[src/design/rasr_pkg.sv]
package rasr_pkg;

	localparam int REG_INDEX_BITS = 3;
	localparam int REG_DATA_BITS = 13;

	localparam logic [REG_INDEX_BITS-1:0] REG_SPRITE_WIDTH = 3'd0;
	localparam logic [REG_INDEX_BITS-1:0] REG_ORIGIN_X = 3'd1;
	localparam logic [REG_INDEX_BITS-1:0] REG_ORIGIN_Y = 3'd2;
	localparam logic [REG_INDEX_BITS-1:0] REG_DEST_WIDTH = 3'd3;
	localparam logic [REG_INDEX_BITS-1:0] REG_DEST_HEIGHT = 3'd4;
	localparam logic [REG_INDEX_BITS-1:0] REG_PALETTE_MODE = 3'd5;
	localparam logic [REG_INDEX_BITS-1:0] REG_PALETTE_SELECT = 3'd6;

	localparam logic [1:0] KIND_RUN = 2'b00;
	localparam logic [1:0] KIND_LINE_SKIP = 2'b01;

	localparam logic [7:0] WHITE = 8'hFF;

	typedef struct packed {
		logic [11:0] sprite_width;
		logic signed [12:0] origin_x;
		logic signed [12:0] origin_y;
		logic [12:0] dest_width;
		logic [12:0] dest_height;
		logic palette_mode;
		logic [3:0] palette_select;
	} rasr_cfg_t;

	typedef struct packed {
		logic [3:0] coverage;
		logic [7:0] red;
		logic [7:0] green;
		logic [7:0] blue;
		logic last;
	} rasr_pix_t;

	localparam logic [7:0] PAL_RED [256] = '{
		8'h40,8'h46,8'h4C,8'h53,8'h5B,8'h63,8'h6C,8'h76,8'h81,8'h8C,8'h98,8'hA5,8'hB3,8'hC3,8'hD4,8'hE7,
		8'h40,8'h46,8'h4C,8'h53,8'h5B,8'h63,8'h6C,8'h76,8'h81,8'h8C,8'h98,8'hA5,8'hB3,8'hC3,8'hD4,8'hE7,
		8'h15,8'h17,8'h19,8'h1C,8'h1F,8'h22,8'h25,8'h29,8'h2D,8'h31,8'h36,8'h3B,8'h41,8'h47,8'h4E,8'h55,
		8'h15,8'h17,8'h19,8'h1C,8'h1F,8'h22,8'h25,8'h29,8'h2D,8'h31,8'h36,8'h3B,8'h41,8'h47,8'h4E,8'h55,
		8'h35,8'h3A,8'h3F,8'h45,8'h4B,8'h52,8'h5A,8'h62,8'h6B,8'h75,8'h80,8'h8B,8'h97,8'hA4,8'hB2,8'hC2,
		8'h35,8'h3A,8'h3F,8'h45,8'h4B,8'h52,8'h5A,8'h62,8'h6B,8'h75,8'h80,8'h8B,8'h97,8'hA4,8'hB2,8'hC2,
		8'h11,8'h13,8'h15,8'h17,8'h1A,8'h1D,8'h20,8'h23,8'h27,8'h2B,8'h2F,8'h34,8'h39,8'h3E,8'h44,8'h4A,
		8'h11,8'h13,8'h15,8'h17,8'h1A,8'h1D,8'h20,8'h23,8'h27,8'h2B,8'h2F,8'h34,8'h39,8'h3E,8'h44,8'h4A,
		8'h20,8'h23,8'h26,8'h2A,8'h2E,8'h32,8'h37,8'h3C,8'h42,8'h48,8'h4F,8'h56,8'h5E,8'h67,8'h70,8'h7A,
		8'h3D,8'h43,8'h49,8'h50,8'h57,8'h5F,8'h68,8'h71,8'h7B,8'h86,8'h92,8'h9F,8'hAD,8'hBC,8'hCC,8'hDE,
		8'h40,8'h46,8'h4C,8'h53,8'h5B,8'h63,8'h6C,8'h76,8'h81,8'h8C,8'h98,8'hA5,8'hB3,8'hC3,8'hD4,8'hE7,
		8'h23,8'h27,8'h2B,8'h2F,8'h34,8'h39,8'h3E,8'h44,8'h4A,8'h51,8'h58,8'h60,8'h69,8'h72,8'h7C,8'h87,
		8'h35,8'h3A,8'h3F,8'h45,8'h4B,8'h52,8'h5A,8'h62,8'h6B,8'h75,8'h80,8'h8B,8'h97,8'hA4,8'hB2,8'hC2,
		8'h30,8'h35,8'h3A,8'h40,8'h46,8'h4C,8'h53,8'h5B,8'h63,8'h6C,8'h76,8'h81,8'h8D,8'h99,8'hA6,8'hB5,
		8'h11,8'h13,8'h15,8'h17,8'h1A,8'h1D,8'h20,8'h23,8'h27,8'h2B,8'h2F,8'h34,8'h39,8'h3E,8'h44,8'h4A,
		8'h46,8'h4C,8'h53,8'h5B,8'h63,8'h6C,8'h76,8'h81,8'h8D,8'h9A,8'hA8,8'hB7,8'hC7,8'hD8,8'hEB,8'hFF
	};

	localparam logic [7:0] PAL_GREEN [256] = '{
		8'h15,8'h17,8'h19,8'h1C,8'h1F,8'h22,8'h25,8'h29,8'h2D,8'h31,8'h36,8'h3B,8'h41,8'h47,8'h4E,8'h55,
		8'h27,8'h2B,8'h2F,8'h34,8'h39,8'h3E,8'h44,8'h4A,8'h51,8'h58,8'h60,8'h69,8'h72,8'h7C,8'h87,8'h93,
		8'h40,8'h46,8'h4C,8'h53,8'h5B,8'h63,8'h6C,8'h76,8'h81,8'h8C,8'h98,8'hA5,8'hB3,8'hC3,8'hD4,8'hE7,
		8'h30,8'h35,8'h3A,8'h40,8'h46,8'h4C,8'h53,8'h5B,8'h63,8'h6C,8'h76,8'h81,8'h8D,8'h9A,8'hA8,8'hB7,
		8'h11,8'h13,8'h15,8'h17,8'h1A,8'h1D,8'h20,8'h23,8'h27,8'h2B,8'h2F,8'h34,8'h39,8'h3E,8'h44,8'h4A,
		8'h28,8'h2C,8'h30,8'h35,8'h3A,8'h40,8'h46,8'h4D,8'h54,8'h5C,8'h64,8'h6D,8'h77,8'h82,8'h8E,8'h9B,
		8'h35,8'h3A,8'h3F,8'h45,8'h4B,8'h52,8'h5A,8'h62,8'h6B,8'h75,8'h80,8'h8B,8'h97,8'hA4,8'hB2,8'hC2,
		8'h20,8'h23,8'h27,8'h2B,8'h2F,8'h34,8'h39,8'h3E,8'h44,8'h4A,8'h51,8'h58,8'h60,8'h69,8'h72,8'h7C,
		8'h15,8'h17,8'h19,8'h1C,8'h1F,8'h22,8'h25,8'h29,8'h2D,8'h31,8'h36,8'h3B,8'h41,8'h47,8'h4E,8'h55,
		8'h15,8'h17,8'h19,8'h1C,8'h1F,8'h22,8'h25,8'h29,8'h2D,8'h31,8'h36,8'h3B,8'h41,8'h47,8'h4E,8'h55,
		8'h3A,8'h3F,8'h45,8'h4B,8'h52,8'h5A,8'h62,8'h6B,8'h75,8'h7F,8'h8A,8'h96,8'hA3,8'hB1,8'hC1,8'hD2,
		8'h11,8'h13,8'h15,8'h17,8'h1A,8'h1D,8'h20,8'h23,8'h27,8'h2B,8'h2F,8'h34,8'h39,8'h3E,8'h44,8'h4A,
		8'h11,8'h13,8'h15,8'h17,8'h1A,8'h1D,8'h20,8'h23,8'h27,8'h2B,8'h2F,8'h34,8'h39,8'h3E,8'h44,8'h4A,
		8'h35,8'h3A,8'h3F,8'h45,8'h4B,8'h52,8'h5A,8'h62,8'h6B,8'h75,8'h80,8'h8B,8'h97,8'hA4,8'hB2,8'hC2,
		8'h35,8'h3A,8'h3F,8'h45,8'h4B,8'h52,8'h5A,8'h62,8'h6B,8'h75,8'h80,8'h8B,8'h97,8'hA4,8'hB2,8'hC2,
		8'h46,8'h4C,8'h53,8'h5B,8'h63,8'h6C,8'h76,8'h81,8'h8D,8'h9A,8'hA8,8'hB7,8'hC7,8'hD8,8'hEB,8'hFF
	};

	localparam logic [7:0] PAL_BLUE [256] = '{
		8'h20,8'h23,8'h27,8'h2B,8'h2F,8'h33,8'h38,8'h3D,8'h43,8'h49,8'h50,8'h57,8'h5F,8'h68,8'h71,8'h7B,
		8'h15,8'h17,8'h19,8'h1C,8'h1F,8'h22,8'h25,8'h29,8'h2D,8'h31,8'h36,8'h3B,8'h41,8'h47,8'h4E,8'h55,
		8'h23,8'h27,8'h2B,8'h2F,8'h34,8'h39,8'h3E,8'h44,8'h4A,8'h51,8'h58,8'h60,8'h69,8'h72,8'h7C,8'h87,
		8'h40,8'h46,8'h4C,8'h53,8'h5B,8'h63,8'h6C,8'h76,8'h81,8'h8C,8'h98,8'hA5,8'hB3,8'hC3,8'hD4,8'hE7,
		8'h12,8'h14,8'h16,8'h18,8'h1B,8'h1E,8'h21,8'h24,8'h28,8'h2C,8'h30,8'h35,8'h3A,8'h3F,8'h45,8'h4B,
		8'h11,8'h13,8'h15,8'h17,8'h1A,8'h1D,8'h20,8'h23,8'h27,8'h2B,8'h2F,8'h34,8'h39,8'h3E,8'h44,8'h4A,
		8'h26,8'h2A,8'h2E,8'h32,8'h37,8'h3C,8'h42,8'h48,8'h4F,8'h56,8'h5E,8'h67,8'h70,8'h7A,8'h85,8'h91,
		8'h35,8'h3A,8'h3F,8'h45,8'h4B,8'h52,8'h5A,8'h62,8'h6B,8'h75,8'h80,8'h8B,8'h97,8'hA4,8'hB2,8'hC2,
		8'h40,8'h46,8'h4C,8'h53,8'h5B,8'h63,8'h6C,8'h76,8'h81,8'h8C,8'h98,8'hA5,8'hB3,8'hC3,8'hD4,8'hE7,
		8'h40,8'h46,8'h4C,8'h53,8'h5B,8'h63,8'h6C,8'h76,8'h81,8'h8C,8'h98,8'hA5,8'hB3,8'hC3,8'hD4,8'hE7,
		8'h15,8'h17,8'h19,8'h1C,8'h1F,8'h22,8'h25,8'h29,8'h2D,8'h31,8'h36,8'h3B,8'h41,8'h47,8'h4E,8'h55,
		8'h35,8'h3A,8'h3F,8'h45,8'h4B,8'h52,8'h5A,8'h62,8'h6B,8'h75,8'h80,8'h8B,8'h97,8'hA4,8'hB2,8'hC2,
		8'h2E,8'h32,8'h37,8'h3C,8'h42,8'h48,8'h4F,8'h56,8'h5E,8'h66,8'h6F,8'h79,8'h84,8'h90,8'h9D,8'hAB,
		8'h11,8'h13,8'h15,8'h17,8'h1A,8'h1D,8'h20,8'h23,8'h27,8'h2B,8'h2F,8'h34,8'h39,8'h3E,8'h44,8'h4A,
		8'h15,8'h17,8'h1A,8'h1D,8'h20,8'h23,8'h26,8'h2A,8'h2E,8'h32,8'h37,8'h3C,8'h42,8'h48,8'h4F,8'h56,
		8'h46,8'h4C,8'h53,8'h5B,8'h63,8'h6C,8'h76,8'h81,8'h8D,8'h9A,8'hA8,8'hB7,8'hC7,8'hD8,8'hEB,8'hFF
	};

	function automatic rasr_pix_t pixel_colour(input logic mode, input logic [3:0] row,
			input logic [3:0] nib);
		rasr_pix_t p;
		logic [7:0] idx;
		idx = {row, nib};
		p.coverage = nib;
		p.red = mode ? PAL_RED[idx] : WHITE;
		p.green = mode ? PAL_GREEN[idx] : WHITE;
		p.blue = mode ? PAL_BLUE[idx] : WHITE;
		p.last = 1'b0;
		return p;
	endfunction

endpackage

[src/design/rasr_cfg_regs.sv]
module rasr_cfg_regs (
	input  logic                                  clk,
	input  logic                                  arst_n,
	input  logic                                  cfg_wen,
	input  logic [rasr_pkg::REG_INDEX_BITS-1:0]   cfg_index,
	input  logic [rasr_pkg::REG_DATA_BITS-1:0]    cfg_data,
	output rasr_pkg::rasr_cfg_t                   cfg
);
	import rasr_pkg::*;

	rasr_cfg_t cfg_q;

	always_ff @(posedge clk or negedge arst_n) begin
		if (!arst_n) begin
			cfg_q.sprite_width <= 12'd1;
			cfg_q.origin_x <= 13'sd0;
			cfg_q.origin_y <= 13'sd0;
			cfg_q.dest_width <= 13'd4096;
			cfg_q.dest_height <= 13'd4096;
			cfg_q.palette_mode <= 1'b0;
			cfg_q.palette_select <= 4'd0;
		end else if (cfg_wen) begin
			case (cfg_index)
				REG_SPRITE_WIDTH: cfg_q.sprite_width <= cfg_data[11:0];
				REG_ORIGIN_X: cfg_q.origin_x <= cfg_data;
				REG_ORIGIN_Y: cfg_q.origin_y <= cfg_data;
				REG_DEST_WIDTH: cfg_q.dest_width <= cfg_data;
				REG_DEST_HEIGHT: cfg_q.dest_height <= cfg_data;
				REG_PALETTE_MODE: cfg_q.palette_mode <= cfg_data[0];
				REG_PALETTE_SELECT: cfg_q.palette_select <= cfg_data[3:0];
				default: ;
			endcase
		end
	end

	assign cfg = cfg_q;

endmodule

[src/design/rasr_decode.sv]
module rasr_decode #(
	parameter int COORD_BITS = 12
) (
	input  logic                    clk,
	input  logic                    arst_n,
	input  rasr_pkg::rasr_cfg_t     cfg,
	input  logic                    in_valid,
	output logic                    in_stall,
	input  logic [7:0]              sprite_byte,
	input  logic                    first_of_frame,
	input  logic                    queue_free,
	output logic                    load,
	output logic                    pix0_valid,
	output logic [COORD_BITS-1:0]   pix0_x,
	output logic [COORD_BITS-1:0]   pix0_y,
	output rasr_pkg::rasr_pix_t     pix0,
	output logic                    pix1_valid,
	output logic [COORD_BITS-1:0]   pix1_x,
	output logic [COORD_BITS-1:0]   pix1_y,
	output rasr_pkg::rasr_pix_t     pix1
);
	import rasr_pkg::*;

	typedef struct packed {
		logic [15:0] cc;
		logic [16:0] cx;
		logic [16:0] cy;
	} cursor_t;

	localparam logic [16:0] CAP = 17'(2 ** COORD_BITS);

	function automatic cursor_t wrap_col(input cursor_t c, input logic [11:0] sw);
		cursor_t r;
		r = c;
		if (c.cc >= {4'd0, sw}) begin
			r.cc = c.cc - {4'd0, sw};
			r.cy = c.cy + 17'd1;
			r.cx = c.cx - {5'd0, sw};
		end
		return r;
	endfunction

	function automatic cursor_t step_col(input cursor_t c);
		cursor_t r;
		r = c;
		r.cc = c.cc + 16'd1;
		r.cx = c.cx + 17'd1;
		return r;
	endfunction

	logic        valid_s1;
	logic [7:0]  byte_s1;
	logic        first_s1;
	logic [5:0]  run_left_q;
	cursor_t     cur_q;

	logic        accept;
	cursor_t     c0, c_ctrl, a, b, c, d, c_next;
	logic [5:0]  run0, run_next;
	logic [5:0]  len;
	logic [3:0]  hi;
	logic        emit1;
	logic [16:0] lim_x, lim_y;
	logic        vis0, vis1;

	assign load = valid_s1 && queue_free;
	assign in_stall = valid_s1 && !queue_free;
	assign accept = in_valid && !in_stall;

	always_ff @(posedge clk or negedge arst_n) begin
		if (!arst_n) begin
			valid_s1 <= 1'b0;
		end else if (accept) begin
			valid_s1 <= 1'b1;
		end else if (load) begin
			valid_s1 <= 1'b0;
		end
	end

	always_ff @(posedge clk) begin
		if (accept) begin
			byte_s1 <= sprite_byte;
			first_s1 <= first_of_frame;
		end
	end

	always_comb begin
		lim_x = ({4'd0, cfg.dest_width} > CAP) ? CAP : {4'd0, cfg.dest_width};
		lim_y = ({4'd0, cfg.dest_height} > CAP) ? CAP : {4'd0, cfg.dest_height};
		len = byte_s1[5:0];
		hi = byte_s1[7:4];

		c0 = cur_q;
		run0 = run_left_q;
		if (first_s1) begin
			c0.cc = 16'd0;
			c0.cx = {{4{cfg.origin_x[12]}}, cfg.origin_x};
			c0.cy = {{4{cfg.origin_y[12]}}, cfg.origin_y};
			run0 = 6'd0;
		end

		c_ctrl = c0;
		run_next = run0;
		if (byte_s1[7:6] == KIND_LINE_SKIP) begin
			c_ctrl.cy = c0.cy + {11'd0, len};
		end else if (byte_s1[7:6] == KIND_RUN) begin
			run_next = len;
		end else begin
			c_ctrl.cc = c0.cc + {10'd0, len};
			c_ctrl.cx = c0.cx + {11'd0, len};
			c_ctrl = wrap_col(c_ctrl, cfg.sprite_width);
		end

		a = wrap_col(c0, cfg.sprite_width);
		b = step_col(a);
		c = wrap_col(b, cfg.sprite_width);
		d = step_col(c);
		emit1 = !((run0 == 6'd1) && (hi == 4'd0));
		vis0 = !a.cx[16] && !a.cy[16] && (a.cx < lim_x) && (a.cy < lim_y);
		vis1 = !c.cx[16] && !c.cy[16] && (c.cx < lim_x) && (c.cy < lim_y);

		if (run0 == 6'd0) begin
			c_next = c_ctrl;
			pix0_valid = 1'b0;
			pix1_valid = 1'b0;
		end else begin
			c_next = emit1 ? d : b;
			run_next = run0 - 6'd1;
			pix0_valid = vis0;
			pix1_valid = emit1 && vis1;
		end

		pix0_x = a.cx[COORD_BITS-1:0];
		pix0_y = a.cy[COORD_BITS-1:0];
		pix1_x = c.cx[COORD_BITS-1:0];
		pix1_y = c.cy[COORD_BITS-1:0];
		pix0 = pixel_colour(cfg.palette_mode, cfg.palette_select, byte_s1[3:0]);
		pix0.last = !pix1_valid;
		pix1 = pixel_colour(cfg.palette_mode, cfg.palette_select, hi);
		pix1.last = 1'b1;
	end

	always_ff @(posedge clk or negedge arst_n) begin
		if (!arst_n) begin
			run_left_q <= 6'd0;
			cur_q <= '0;
		end else if (load) begin
			run_left_q <= run_next;
			cur_q <= c_next;
		end
	end

endmodule

[src/design/rasr_out_queue.sv]
module rasr_out_queue #(
	parameter int COORD_BITS = 12
) (
	input  logic                    clk,
	input  logic                    arst_n,
	input  logic                    load,
	input  logic                    pix0_valid,
	input  logic [COORD_BITS-1:0]   pix0_x,
	input  logic [COORD_BITS-1:0]   pix0_y,
	input  rasr_pkg::rasr_pix_t     pix0,
	input  logic                    pix1_valid,
	input  logic [COORD_BITS-1:0]   pix1_x,
	input  logic [COORD_BITS-1:0]   pix1_y,
	input  rasr_pkg::rasr_pix_t     pix1,
	output logic                    queue_free,
	output logic                    out_valid,
	input  logic                    out_stall,
	output logic [COORD_BITS-1:0]   pixel_x,
	output logic [COORD_BITS-1:0]   pixel_y,
	output logic [3:0]              coverage,
	output logic [7:0]              red,
	output logic [7:0]              green,
	output logic [7:0]              blue,
	output logic                    last
);
	import rasr_pkg::*;

	logic                  v0_q, v1_q;
	logic [COORD_BITS-1:0] x0_q, y0_q, x1_q, y1_q;
	rasr_pix_t             p0_q, p1_q;
	rasr_pix_t             head;
	logic                  xfer;

	assign out_valid = v0_q || v1_q;
	assign xfer = out_valid && !out_stall;
	assign queue_free = !out_valid || (xfer && !(v0_q && v1_q));

	always_ff @(posedge clk or negedge arst_n) begin
		if (!arst_n) begin
			v0_q <= 1'b0;
			v1_q <= 1'b0;
		end else if (load) begin
			v0_q <= pix0_valid;
			v1_q <= pix1_valid;
		end else if (xfer) begin
			if (v0_q) begin
				v0_q <= 1'b0;
			end else begin
				v1_q <= 1'b0;
			end
		end
	end

	always_ff @(posedge clk) begin
		if (load) begin
			x0_q <= pix0_x;
			y0_q <= pix0_y;
			p0_q <= pix0;
			x1_q <= pix1_x;
			y1_q <= pix1_y;
			p1_q <= pix1;
		end
	end

	assign head = v0_q ? p0_q : p1_q;
	assign pixel_x = v0_q ? x0_q : x1_q;
	assign pixel_y = v0_q ? y0_q : y1_q;
	assign coverage = head.coverage;
	assign red = head.red;
	assign green = head.green;
	assign blue = head.blue;
	assign last = head.last;

endmodule

[src/design/rle_alpha_sprite_rasterizer_top.sv]
// Run-length coded 4-bit alpha sprite rasterizer.
// Input channel: in_valid / in_stall with sprite_byte and first_of_frame; a byte
// transfers on a clock edge with in_valid high and in_stall low. first_of_frame
// returns the cursor to the origin and marks the byte as a control byte.
// Output channel: out_valid / out_stall with pixel_x, pixel_y, coverage, colour
// and last; last marks the final pixel produced by one input byte.
// Configuration: cfg_wen writes cfg_data into register cfg_index; write only
// while the block is idle.
// Path: a transferred byte is registered in the decode register and decoded
// from it; its pixels are loaded into the pixel register once that has room.
// Throughput: one pixel leaves per cycle while out_stall is low, through a
// two-entry pixel register; a data byte gives up to two pixels, a control byte
// or a fully clipped byte none. The next byte is taken while the last pixel of
// the previous one is still being offered.
// Reset: clears the cursor, the open run and all valid flags; registers return
// to their reset values. No clearing pass is needed.
// Stall: when out_stall is held the pending pixels hold, the decode register
// fills and in_stall rises; nothing is dropped.
module rle_alpha_sprite_rasterizer_top #(
	parameter int COORD_BITS = 12
) (
	input  logic                                clk,
	input  logic                                arst_n,
	input  logic                                cfg_wen,
	input  logic [rasr_pkg::REG_INDEX_BITS-1:0] cfg_index,
	input  logic [rasr_pkg::REG_DATA_BITS-1:0]  cfg_data,
	input  logic                                in_valid,
	output logic                                in_stall,
	input  logic [7:0]                          sprite_byte,
	input  logic                                first_of_frame,
	output logic                                out_valid,
	input  logic                                out_stall,
	output logic [COORD_BITS-1:0]               pixel_x,
	output logic [COORD_BITS-1:0]               pixel_y,
	output logic [3:0]                          coverage,
	output logic [7:0]                          red,
	output logic [7:0]                          green,
	output logic [7:0]                          blue,
	output logic                                last
);
	import rasr_pkg::*;

	rasr_cfg_t             cfg;
	logic                  queue_free, load;
	logic                  pix0_valid, pix1_valid;
	logic [COORD_BITS-1:0] pix0_x, pix0_y, pix1_x, pix1_y;
	rasr_pix_t             pix0, pix1;

	rasr_cfg_regs u_cfg (
		.clk(clk),
		.arst_n(arst_n),
		.cfg_wen(cfg_wen),
		.cfg_index(cfg_index),
		.cfg_data(cfg_data),
		.cfg(cfg)
	);

	rasr_decode #(.COORD_BITS(COORD_BITS)) u_decode (
		.clk(clk),
		.arst_n(arst_n),
		.cfg(cfg),
		.in_valid(in_valid),
		.in_stall(in_stall),
		.sprite_byte(sprite_byte),
		.first_of_frame(first_of_frame),
		.queue_free(queue_free),
		.load(load),
		.pix0_valid(pix0_valid),
		.pix0_x(pix0_x),
		.pix0_y(pix0_y),
		.pix0(pix0),
		.pix1_valid(pix1_valid),
		.pix1_x(pix1_x),
		.pix1_y(pix1_y),
		.pix1(pix1)
	);

	rasr_out_queue #(.COORD_BITS(COORD_BITS)) u_queue (
		.clk(clk),
		.arst_n(arst_n),
		.load(load),
		.pix0_valid(pix0_valid),
		.pix0_x(pix0_x),
		.pix0_y(pix0_y),
		.pix0(pix0),
		.pix1_valid(pix1_valid),
		.pix1_x(pix1_x),
		.pix1_y(pix1_y),
		.pix1(pix1),
		.queue_free(queue_free),
		.out_valid(out_valid),
		.out_stall(out_stall),
		.pixel_x(pixel_x),
		.pixel_y(pixel_y),
		.coverage(coverage),
		.red(red),
		.green(green),
		.blue(blue),
		.last(last)
	);

endmodule

[config.mk]
export PLATFORM = sky130hd
export DESIGN_NAME = rle_alpha_sprite_rasterizer_top
export DESIGN_NICKNAME = d
export VERILOG_FILES = /design/src/design/rasr_pkg.sv /design/src/design/rasr_cfg_regs.sv /design/src/design/rasr_decode.sv /design/src/design/rasr_out_queue.sv /design/src/design/rle_alpha_sprite_rasterizer_top.sv
export SDC_FILE = /design/constraint.sdc
export NUM_CORES = 1
export LEC_CHECK = 0
export BUFFER_PORTS_ARGS = -buffer_cell sky130_fd_sc_hd__clkbuf_2
export CAP_MARGIN = 20
export CORE_MARGIN = 2
export CORE_UTILIZATION = 40
export DETAILED_ROUTE_END_ITERATION = 16
export GPL_ROUTABILITY_DRIVEN = 0
export HOLD_SLACK_MARGIN = 0.02
export MAX_ROUTING_LAYER = met4
export PLACE_DENSITY = 0.56
export SLEW_MARGIN = 30
export SYNTH_ARGS = -nofsm -noshare
export SYNTH_HDL_FRONTEND = slang
export SYNTH_HIERARCHICAL = 1
export SYNTH_SLANG_ARGS = --single-unit
[constraint.sdc]
create_clock -name clk -period 9.6 [get_ports clk]
set_input_delay 1.44 -clock clk [delete_from_list [all_inputs] [get_ports clk]]
set_output_delay 1.44 -clock clk [all_outputs]
set_load 0.05 [all_outputs]
## After elaboration in Yosys (flattened, before gate mapping)

Memory sizes are Yosys's and may differ from the RTL's. A register that Yosys moved wholly into a read port is not among the register bits.
Cells that the tools add are included.

- Reduce and logical (&&, ||, !) cells: 47
- Equal/unequal tests: 9
- Muxes and demuxes: 27
- Add/subtract/negate cells: 16
- Bitwise logic cells: 2
- Magnitude comparators: 9

Operator list:

| operator | number |
|---|---|
| 2-to-1 mux 50 bit | 7 |
| adder 17 x 1 -> 17 bit, second input constant | 4 |
| less-than comparator 17 bit | 4 |
| subtractor 17 x 12 -> 17 bit | 3 |
| greater-or-equal comparator 16 x 12 -> 1 bit | 3 |
| subtractor 16 x 12 -> 16 bit | 3 |
| adder 17 x 6 -> 17 bit | 2 |
| 2-to-1 mux 33 bit | 1 |
| adder 16 x 1 -> 16 bit, second input constant | 2 |
| 2-to-1 mux 29 bit | 1 |
| greater-than comparator 13 bit, second input constant | 2 |
| 2-to-1 mux 13 bit | 2 |
| 2-to-1 mux 12 bit | 2 |
| 2-to-1 mux 6 bit | 4 |
| NOT 8 -> 9 bit | 2 |
| zero test 1 bit | 17 |
| 2-to-1 mux 17 bit | 1 |
| adder 16 x 6 -> 16 bit | 1 |
| AND reduction 2 bit | 8 |
| logical AND 1 bit | 14 |
| == test 3 bit, second input constant | 3 |
| 2-to-1 mux 1 bit | 9 |
| == test 3 x 2 -> 1 bit, second input constant | 2 |
| == test 6 x 1 -> 1 bit, second input constant | 1 |
| 10 further kinds | 12 |

- ROM bits: 12,288
- Memories: 6
- Register bits: 194

Memory list:

| memory | words | width | rd ports | clocked after memory_dff | write ports | line | source |
|---|---|---|---|---|---|---|---|
| (name not given) | 256 | 8 | 1 | 1 | 0 | rasr_pkg.sv:100 | `p.red = mode ? PAL_RED[idx] : WHITE;` |
| (name not given) | 256 | 8 | 1 | 1 | 0 | rasr_pkg.sv:101 | `p.green = mode ? PAL_GREEN[idx] : WHITE;` |
| (name not given) | 256 | 8 | 1 | 1 | 0 | rasr_pkg.sv:102 | `p.blue = mode ? PAL_BLUE[idx] : WHITE;` |
| (name not given) | 256 | 8 | 1 | 1 | 0 | rasr_pkg.sv:100 |  |
| (name not given) | 256 | 8 | 1 | 1 | 0 | rasr_pkg.sv:101 |  |
| (name not given) | 256 | 8 | 1 | 1 | 0 | rasr_pkg.sv:102 |  |

## Longest topological paths before layout

Gate-level depths: netlist of the first run.

- Word-level depth: 13
- Gate-level depth with buffers: 53
- Mapped depth without buffers: 41

## Hierarchy

Netlist of the first run, hierarchy kept.

By module, submodules not included:

| module | instances | area each (um2) | cells an instance | seq. area each (um2) |
|---|---|---|---|---|
| rasr_decode | 1 | 23,302.3 | 3,595 | 1,696.6 |
| rasr_out_queue | 1 | 4,027.6 | 176 | 3,233.1 |
| rasr_cfg_regs | 1 | 2,661.3 | 150 | 1,730.4 |

## Worst setup path after synthesis of the first run

Ideal clock, no wire load.

- Path type: flip-flop to flip-flop
- Start: reg u_decode.first_s1
- End: reg u_queue/p0_q[0] in the netlist's numbering (data pin)
- Path slack: -0.229 ns
- Data required time: 9.328 ns
- Data arrival time: 9.557 ns
- Library setup time: 0.272 ns
- Buffers on the path: 13
- Period minus slack after synthesis: 9.829 ns
- Cell stages (with the launch flop): 51
- Cells stage by stage: edfxtp_1 buf_2 buf_1 buf_2 buf_2 buf_1 clkbuf_1 clkbuf_1 nor2b_1 xnor2_1 ha_1 or2_2 o211ai_2 o21a_2 o21a_1 nand2_1 buf_4 clkbuf_1 [15 not listed] buf_2 nand3_4 buf_2 buf_1 nand2_1 xnor2_1 ha_1 a21oi_1 nor2b_1 o21ai_0 nand2b_1 a21oi_1 nor2b_1 o21ai_0 nand2b_1 a211oi_2 nor2_1 or4b_1

RTL lines:

| what | line | source |
|---|---|---|
| start, declared | rasr_decode.sv:53 | `logic first_s1;` |
| start signal, assigned | rasr_decode.sv:83 | `first_s1 <= first_of_frame;` |
| end signal, assigned | rasr_out_queue.sv:58 | `p0_q <= pix0;` |
| end, declared | rasr_out_queue.sv:30 | `rasr_pix_t p0_q, p1_q;` |

==> flow_summary.toml, run 1 <==
[worst_setup_path]
rr_endpoint = "u_queue/p0_q[0]"
end_kind = "register"
critical-path-slowest-cell = "or4b_1"
critPathKind = "reg -> reg"
worstReg2RegStart = "u_decode/first_s1"
critPathArrivalTime_ns = 9.45
r2r_setup_slack_ns = 0.44
cp_slowest_stage_delay_ns = 0.48
start_kind = "register"
r2r_cells = 38
critical_path_required_ns = 9.89
cp_max_fo = 30

[power_and_ir_drop]
p_switching_mw = 6.68
p_seq_share_pct = 14.3
power_density_nw_per_um2 = 384
leakagePower_nw = 12.6
swShare_pct = 53.6
p_comb_share_pct = 74.9
vdd_drop_max_mv = 0.247
power_mw = 12.5
p_int_mw = 5.77
p_clk_share_pct = 10.8

[yosys]
synth_edf_count = 115
syn_area_per_cell_um2 = 7.65
synth_warnings = 6
synth_area_leaders = "edfxtp_1, dfrtp_1, ha_1"
synth-seq-cells = 243
synthesis.area_um2 = 30000
synthCells = 3921
synth_fp_nets = 4131
yosysTopAreaCell = "edfxtp_1"
synth_ff_type = "dfrtp_1"
ys_seq_area_share_pct = 22.2
synthDistinctLibCells = 113
synth_top_area_share_pct = 11.5
synthArstFlopShare_pct = 52.7

[global_route]
grt_pass1_vias = 28977
antenna_found_initial = 4
grt_pass1_wl_mm = 182
grt.overflow.total = 0
grt_usage_pct = 31.1
grt_max_degree = 104

[cts]
numCtsBuffers = 35
insertion_delay_ns = 0.57
root_buffer = "clkbuf_16"
cts_resized = 0
clockBufferDepth = 3
cts_tree = "built"
post-cts-setup-buffers = 0
cts_sinks = 243
cts_hold_buf = 0
htree_levels = 2
clkTransAtPathRegs_ns = 0.06

[route]
postRouteWirelength_mm = 120
wl_per_cell_um = 24.8
dr.pass1.iters = 6
ant_nets = 0
via_per_inst = 6.43
remaining_drc_errors = 0
drtIter0Drc = 4034
vias = 31148

[worst_hold_path]
min_path_cells = 2
hold_path.startpoint = "u_decode/cur_q[25]"
worstHoldPathType = "reg -> reg"
min_to = "u_decode/cur_q[25]"

[layout]
multi_input_area_um2 = 21700
final_cell_mix = "nand2_1, o21ai_0, nor2_1, a21oi_1, ha_1"
final_nets = 4059
fillers = 7680
drive_gt1_share_pct = 12.7
final_common_cell = "nand2_1"
regArea_um2 = 6680
syn_to_final_growth_pct = 8.13

[timing]
relSlewSlack_pct = 31.2
setup_viol = 0
finalCritPeriodShare_pct = 95.4
tns_ns = 0
finalHoldViolCount = 0
max_freq_ghz = 0.109
grt_setup_unrepaired = "no"
period_minus_slack_ns = 9.16
fin_worst_skew_ns = 0.0232
tightestPinTransition_ns = 1.03
drv_slew = 0

[floorplan]
die_area_um2 = 77200
initial_core_util_pct = 40.4
floorplan.rows = 100
coreArea_um2 = 74300
die-width_um = 278
die_y_um = 278
design.portCount = 85

[status]
status = "finished, final reports clean"

[placed_design]
port_buffers = 84
hpwl_mm = 85.3

[flow_run]
cap_violations = 0
[kinds of logic after synthesis]
logic type / after synthesis / synth area share (%)
compound gates: 1327 / 28.0
xor+xnor: 191 / 5.58
fa+ha+maj: 181 / 7.72
buf+inv: 419 / 5.68
flops: 243 / 22.2
mux: 239 / 10.1
other cells: 1 / 0.0125
simple gates: 1320 / 20.7
[power by group through the flow]
stage / registers, mW / logic, mW / clock network [mW]
5_1_grt: 1.82 / 10.2 / 1.41
3_5_place_dp: 1.79 / 9.06 / 0
4_1_cts: 1.77 / 9.12 / 1.38
3_3_place_gp: 1.78 / 9.07 / 0
2_1_floorplan: 1.65 / 6.73 / 0
6_report: 1.78 / 9.33 / 1.35
[cell type report]
cell class	instances	area share, %
Multi-Input combinational cell	3259	66.9
Sequential cell	243	20.6
Tap cell	969	3.74
Timing Repair Buffer	182	3.72
Clock buffer	46	2.89
Inverter	128	1.50
Clock inverter	15	0.660
Antenna cell	2	0.0154
[flip-flops by register name, summed over array words and instances, names as in the netlist, 8 cells and up]
register and count:
u_queue/x0_q 12, u_queue/p0_q 29, u_decode/cur_q 50, u_cfg/cfg 69, u_queue/y0_q 12, u_queue/p1_q 29
u_queue/y1_q 12, u_decode/byte_s1 8, u_queue/x1_q 12
[cell usage after synthesis (22+ instances only)]
cell type	number
mux2_4	26
xnor2_1	134
or2_2	22
nor2b_1	50
nand3_1	83
a211oi_1	77
o22ai_1	22
o221ai_1	26
mux2_2	118
a21boi_0	23
nand4_1	36
a31oi_1	71
ha_1	173
o31ai_1	33
edfxtp_1	115
a21oi_1	329
o211ai_1	92
xor2_1	57
mux4_2	27
mux2i_1	67
clkbuf_1	199
nor2_1	373
and3_1	33
a21o_1	45
o21ai_0	384
nand2_1	456
nor3_1	87
nand2b_1	41
buf_1	53
or3_1	28
dfrtp_1	125
buf_2	23
and2_1	27
inv_1	125
[stage by stage]
stage / hold slack (ns) / util [%] / cell area, µm² / std cells / setup slack, ns
after detailed placement: 0.466 / 42.0 / 31200 / 4780 / 0.400
after floorplan: 0.442 / - / 30000 / 3921 / 0.0783
after CTS: 0.480 / 43.6 / 32400 / 4841 / 0.331
final: 0.477 / 43.6 / 32400 / 4844 / 0.443
after global routing: 0.489 / 43.6 / 32400 / 4843 / 0.00410
after global placement: 0.456 / 42.0 / 31200 / 4780 / 0.579
[critical path, delay by kind of cell (launching register included)]
kind	cells	cell delay [ns]
adder cells (fa/ha/maj)	4	1.23
flip-flops	1	0.41
AND/OR/NAND/NOR	15	3.12
XOR/XNOR	2	0.26
buffers and inverters	5	1.01
AO/OA/AOI/OAI	12	2.84
[worst max path at each step]
stage | slack (ns) | from | to | cells after the start
floorplan | 0.08 | u_decode/first_s1 | u_queue/p0_q[0] | 50
global placement | 0.58 | u_decode/first_s1 | u_queue/p0_q[0] | 38
CTS | 0.33 | u_decode/first_s1 | u_queue/p0_q[0] | 37
detailed placement | 0.40 | u_decode/first_s1 | u_queue/p0_q[0] | 37
global route | 0.004 | u_decode/first_s1 | u_queue/p0_q[0] | 41
finish | 0.44 | u_decode/first_s1 | u_queue/p0_q[0] | 38
[metal layers]
| layer | part of all wire [%] | wire [µm] | track usage [%] |
|---|---|---|---|
| met5 | 0 | 0 | - |
| met4 | 4.8 | 5810 | 13.0 |
| met3 | 8.2 | 9920 | 4.50 |
| met2 | 44 | 53200 | 47.1 |
| met1 | 43 | 51400 | 41.4 |
Note: power is estimated with default switching activity, not from simulation.
==> run 2, diff against run 1 <==
--- a/config.mk
+++ b/config.mk
@@ -6,14 +6,15 @@
 export NUM_CORES = 1
 export LEC_CHECK = 0
 export BUFFER_PORTS_ARGS = -buffer_cell sky130_fd_sc_hd__clkbuf_2
-export CAP_MARGIN = 20
+export CAP_MARGIN = 10
 export CORE_MARGIN = 2
 export CORE_UTILIZATION = 40
 export DETAILED_ROUTE_END_ITERATION = 16
 export GPL_ROUTABILITY_DRIVEN = 0
 export HOLD_SLACK_MARGIN = 0.02
 export MAX_ROUTING_LAYER = met4
-export PLACE_DENSITY = 0.56
+export PLACE_DENSITY = 0.57
+export SETUP_SLACK_MARGIN = 0.02
 export SLEW_MARGIN = 30
 export SYNTH_ARGS = -nofsm -noshare
 export SYNTH_HDL_FRONTEND = slang
==> run 2 against run 1 <==
Effect of this change: maximum frequency rose by 0.15%; critical path depth fell by 10; routed wire length fell by 0.85%; utilization barely moved; combinational power rose by 0.9%; total power rose by 0.11%; count of clock-buffer cells in the layout rose by 5; setup slack improved by 0.014 ns; global-route usage fell by 0.49 points.
==> flow_summary.toml, run 2 (synthesis gave the netlist of run 1 again) <==
[route]
met1_length_mm = 50.7
via_per_inst = 6.43
dr.pass1.iters = 9
remaining_drc_errors = 0
drtIter0Drc = 3978
wl_per_cell_um = 24.6
topRoutingLayerUsed = "met4"
postRouteWirelength_mm = 119
met3_length_mm = 9.30
dr_wl_met2_mm = 52.7
ant_nets = 0
vias = 31156

[timing]
drv_slew = 0
finalHoldViolCount = 0
tightestPinTransition_ns = 1.03
max_freq_ghz = 0.109
setup_viol = 0
period_minus_slack_ns = 9.14
relSlewSlack_pct = 30.8
fin_worst_skew_ns = 0.0353
finalCritPeriodShare_pct = 95.2
worst_slack_ns = 0.457

[power_and_ir_drop]
leakagePower_nw = 12.6
power_density_nw_per_um2 = 385
vdd_drop_max_mv = 0.236

[cts]
root_buffer = "clkbuf_16"
clockBufferDepth = 3
cts_tree = "built"
htree_levels = 2
numCtsBuffers = 34
clkTransAtPathRegs_ns = 0.06
insertion_delay_ns = 0.57
cts_sinks = 243

[worst_setup_path]
critPathKind = "reg -> reg"
end_kind = "register"
critical-path-slowest-cell = "nor4_1"
worstReg2RegStart = "u_decode/first_s1"
rr_endpoint = "u_queue/p0_q[0]"
cp_max_fo = 25
critical_path_required_ns = 9.90
crit_start = "u_decode/first_s1"
start_kind = "register"
cp-endpoint = "u_queue/p0_q[0]"
critPathArrivalTime_ns = 9.44
r2r_cells = 28
r2r_setup_slack_ns = 0.46
cp_slowest_stage_delay_ns = 0.64

[global_route]
grt_pass1_vias = 28494
grt_pass1_wl_mm = 179
antenna_found_initial = 0
grt.overflow.total = 0
grt_usage_pct = 30.6
grt_max_degree = 91

[worst_hold_path]
hold_path.startpoint = "u_decode/cur_q[22]"
worstHoldPathType = "reg -> reg"

[floorplan]
coreArea_um2 = 74300
design.portCount = 85
die_y_um = 278
initial_core_util_pct = 40.4
floorplan.rows = 100
die_area_um2 = 77200
die-width_um = 278

[layout]
final_cell_mix = "nand2_1, o21ai_0, nor2_1, a21oi_1, ha_1"
fillers = 7708
final_nets = 4059
diodes = 0
drive_gt1_share_pct = 12.8
syn_to_final_growth_pct = 8.08
final_cell_count_no_fill = 4844
regArea_um2 = 6680
final_common_cell = "nand2_1"
largest_reg_flops = 69
multi_input_area_um2 = 21700
postLayoutCellArea_um2 = 32400

[placed_design]
dp.cells = 4773
hpwl_mm = 85.5
place_ws_ns = 0.320
port_buffers = 84
place_area_um2 = 31100

[status]
status = "finished, final reports clean"

[flow_run]
cap_violations = 0
==> run 2: changes by cell type in the layout (fill, tap and decap cells not counted), sizes merged <==
cell | previous run | this run
bufinv | 4 | 2
buf | 99 | 100
clkbuf | 129 | 134
clkinvlp | 4 | 1
diode | 2 | 0
clkinv | 6 | 8
inv | 129 | 128
==> run 2: critical path: cells and delay by family, from the launching register on <==
| kind | cells | cell delay (ns) |
|---|---|---|
| xor+xnor | 2 | 0.80 |
| flops | 1 | 0.53 |
| simple gates | 16 | 4.16 |
| mux | 2 | 0.86 |
| compound gates | 2 | 0.50 |
| fa+ha+maj | 3 | 1.05 |
| buf+inv | 3 | 0.95 |
==> run 2: through the flow <==
stage / util (%) / setup TNS [ns] / hold WS [ns] / total power, mW
2_1_floorplan: - / 0 / 0.442 / 8.39
3_3_place_gp: 41.9 / 0 / 0.457 / 10.8
3_5_place_dp: 41.9 / 0 / 0.466 / 10.8
4_1_cts: 43.5 / 0 / 0.478 / 12.2
5_1_grt: 43.6 / -0.0357 / 0.501 / 13.4
6_report: 43.6 / 0 / 0.473 / 12.5
==> run 2: area by class of cell <==
cell class | count | area share, %
multi-input cells | 3259 | 66.9
inverters | 128 | 1.50
well taps | 969 | 3.74
clock buffers | 51 | 3.10
clock inverters | 11 | 0.440
flip-flops and latches | 243 | 20.6
repair buffers | 183 | 3.66
==> run 2: worst min path at each step <==
stage | to | slack (ns) | depth (start not counted)
detailed placement | u_decode/cur_q[22] | 0.47 | 1
finish | u_decode/cur_q[22] | 0.47 | 1
floorplan | u_decode/cur_q[38] | 0.44 | 2
CTS | u_decode/cur_q[22] | 0.48 | 1
global placement | u_decode/cur_q[21] | 0.46 | 2
global route | u_decode/cur_q[20] | 0.50 | 2
==> run 2: metal layers <==
metal	global-route usage, %	vias up
met3	3.50	343
li1	-	14371
met4	14.3	0
met5	-	-
met1	40.5	14757
met2	46.7	1685
==> run 2: what timing repair did <==
action / in CTS / in global routing
hold buffers: 0 / 0
buffers inserted: 0 / 9
resized for setup: 0 / 11
setup endpoints to repair: 0 / 7
==> run 2: report_power, final <==
group / leakage [nW] / total (mW) / switching, mW / internal, mW
clock network: 0.560 / 1.31 / 0.529 / 0.785
registers: 2.62 / 1.74 / 0.217 / 1.53
logic: 9.42 / 9.41 / 5.95 / 3.46
total: 12.6 / 12.5 / 6.70 / 5.77
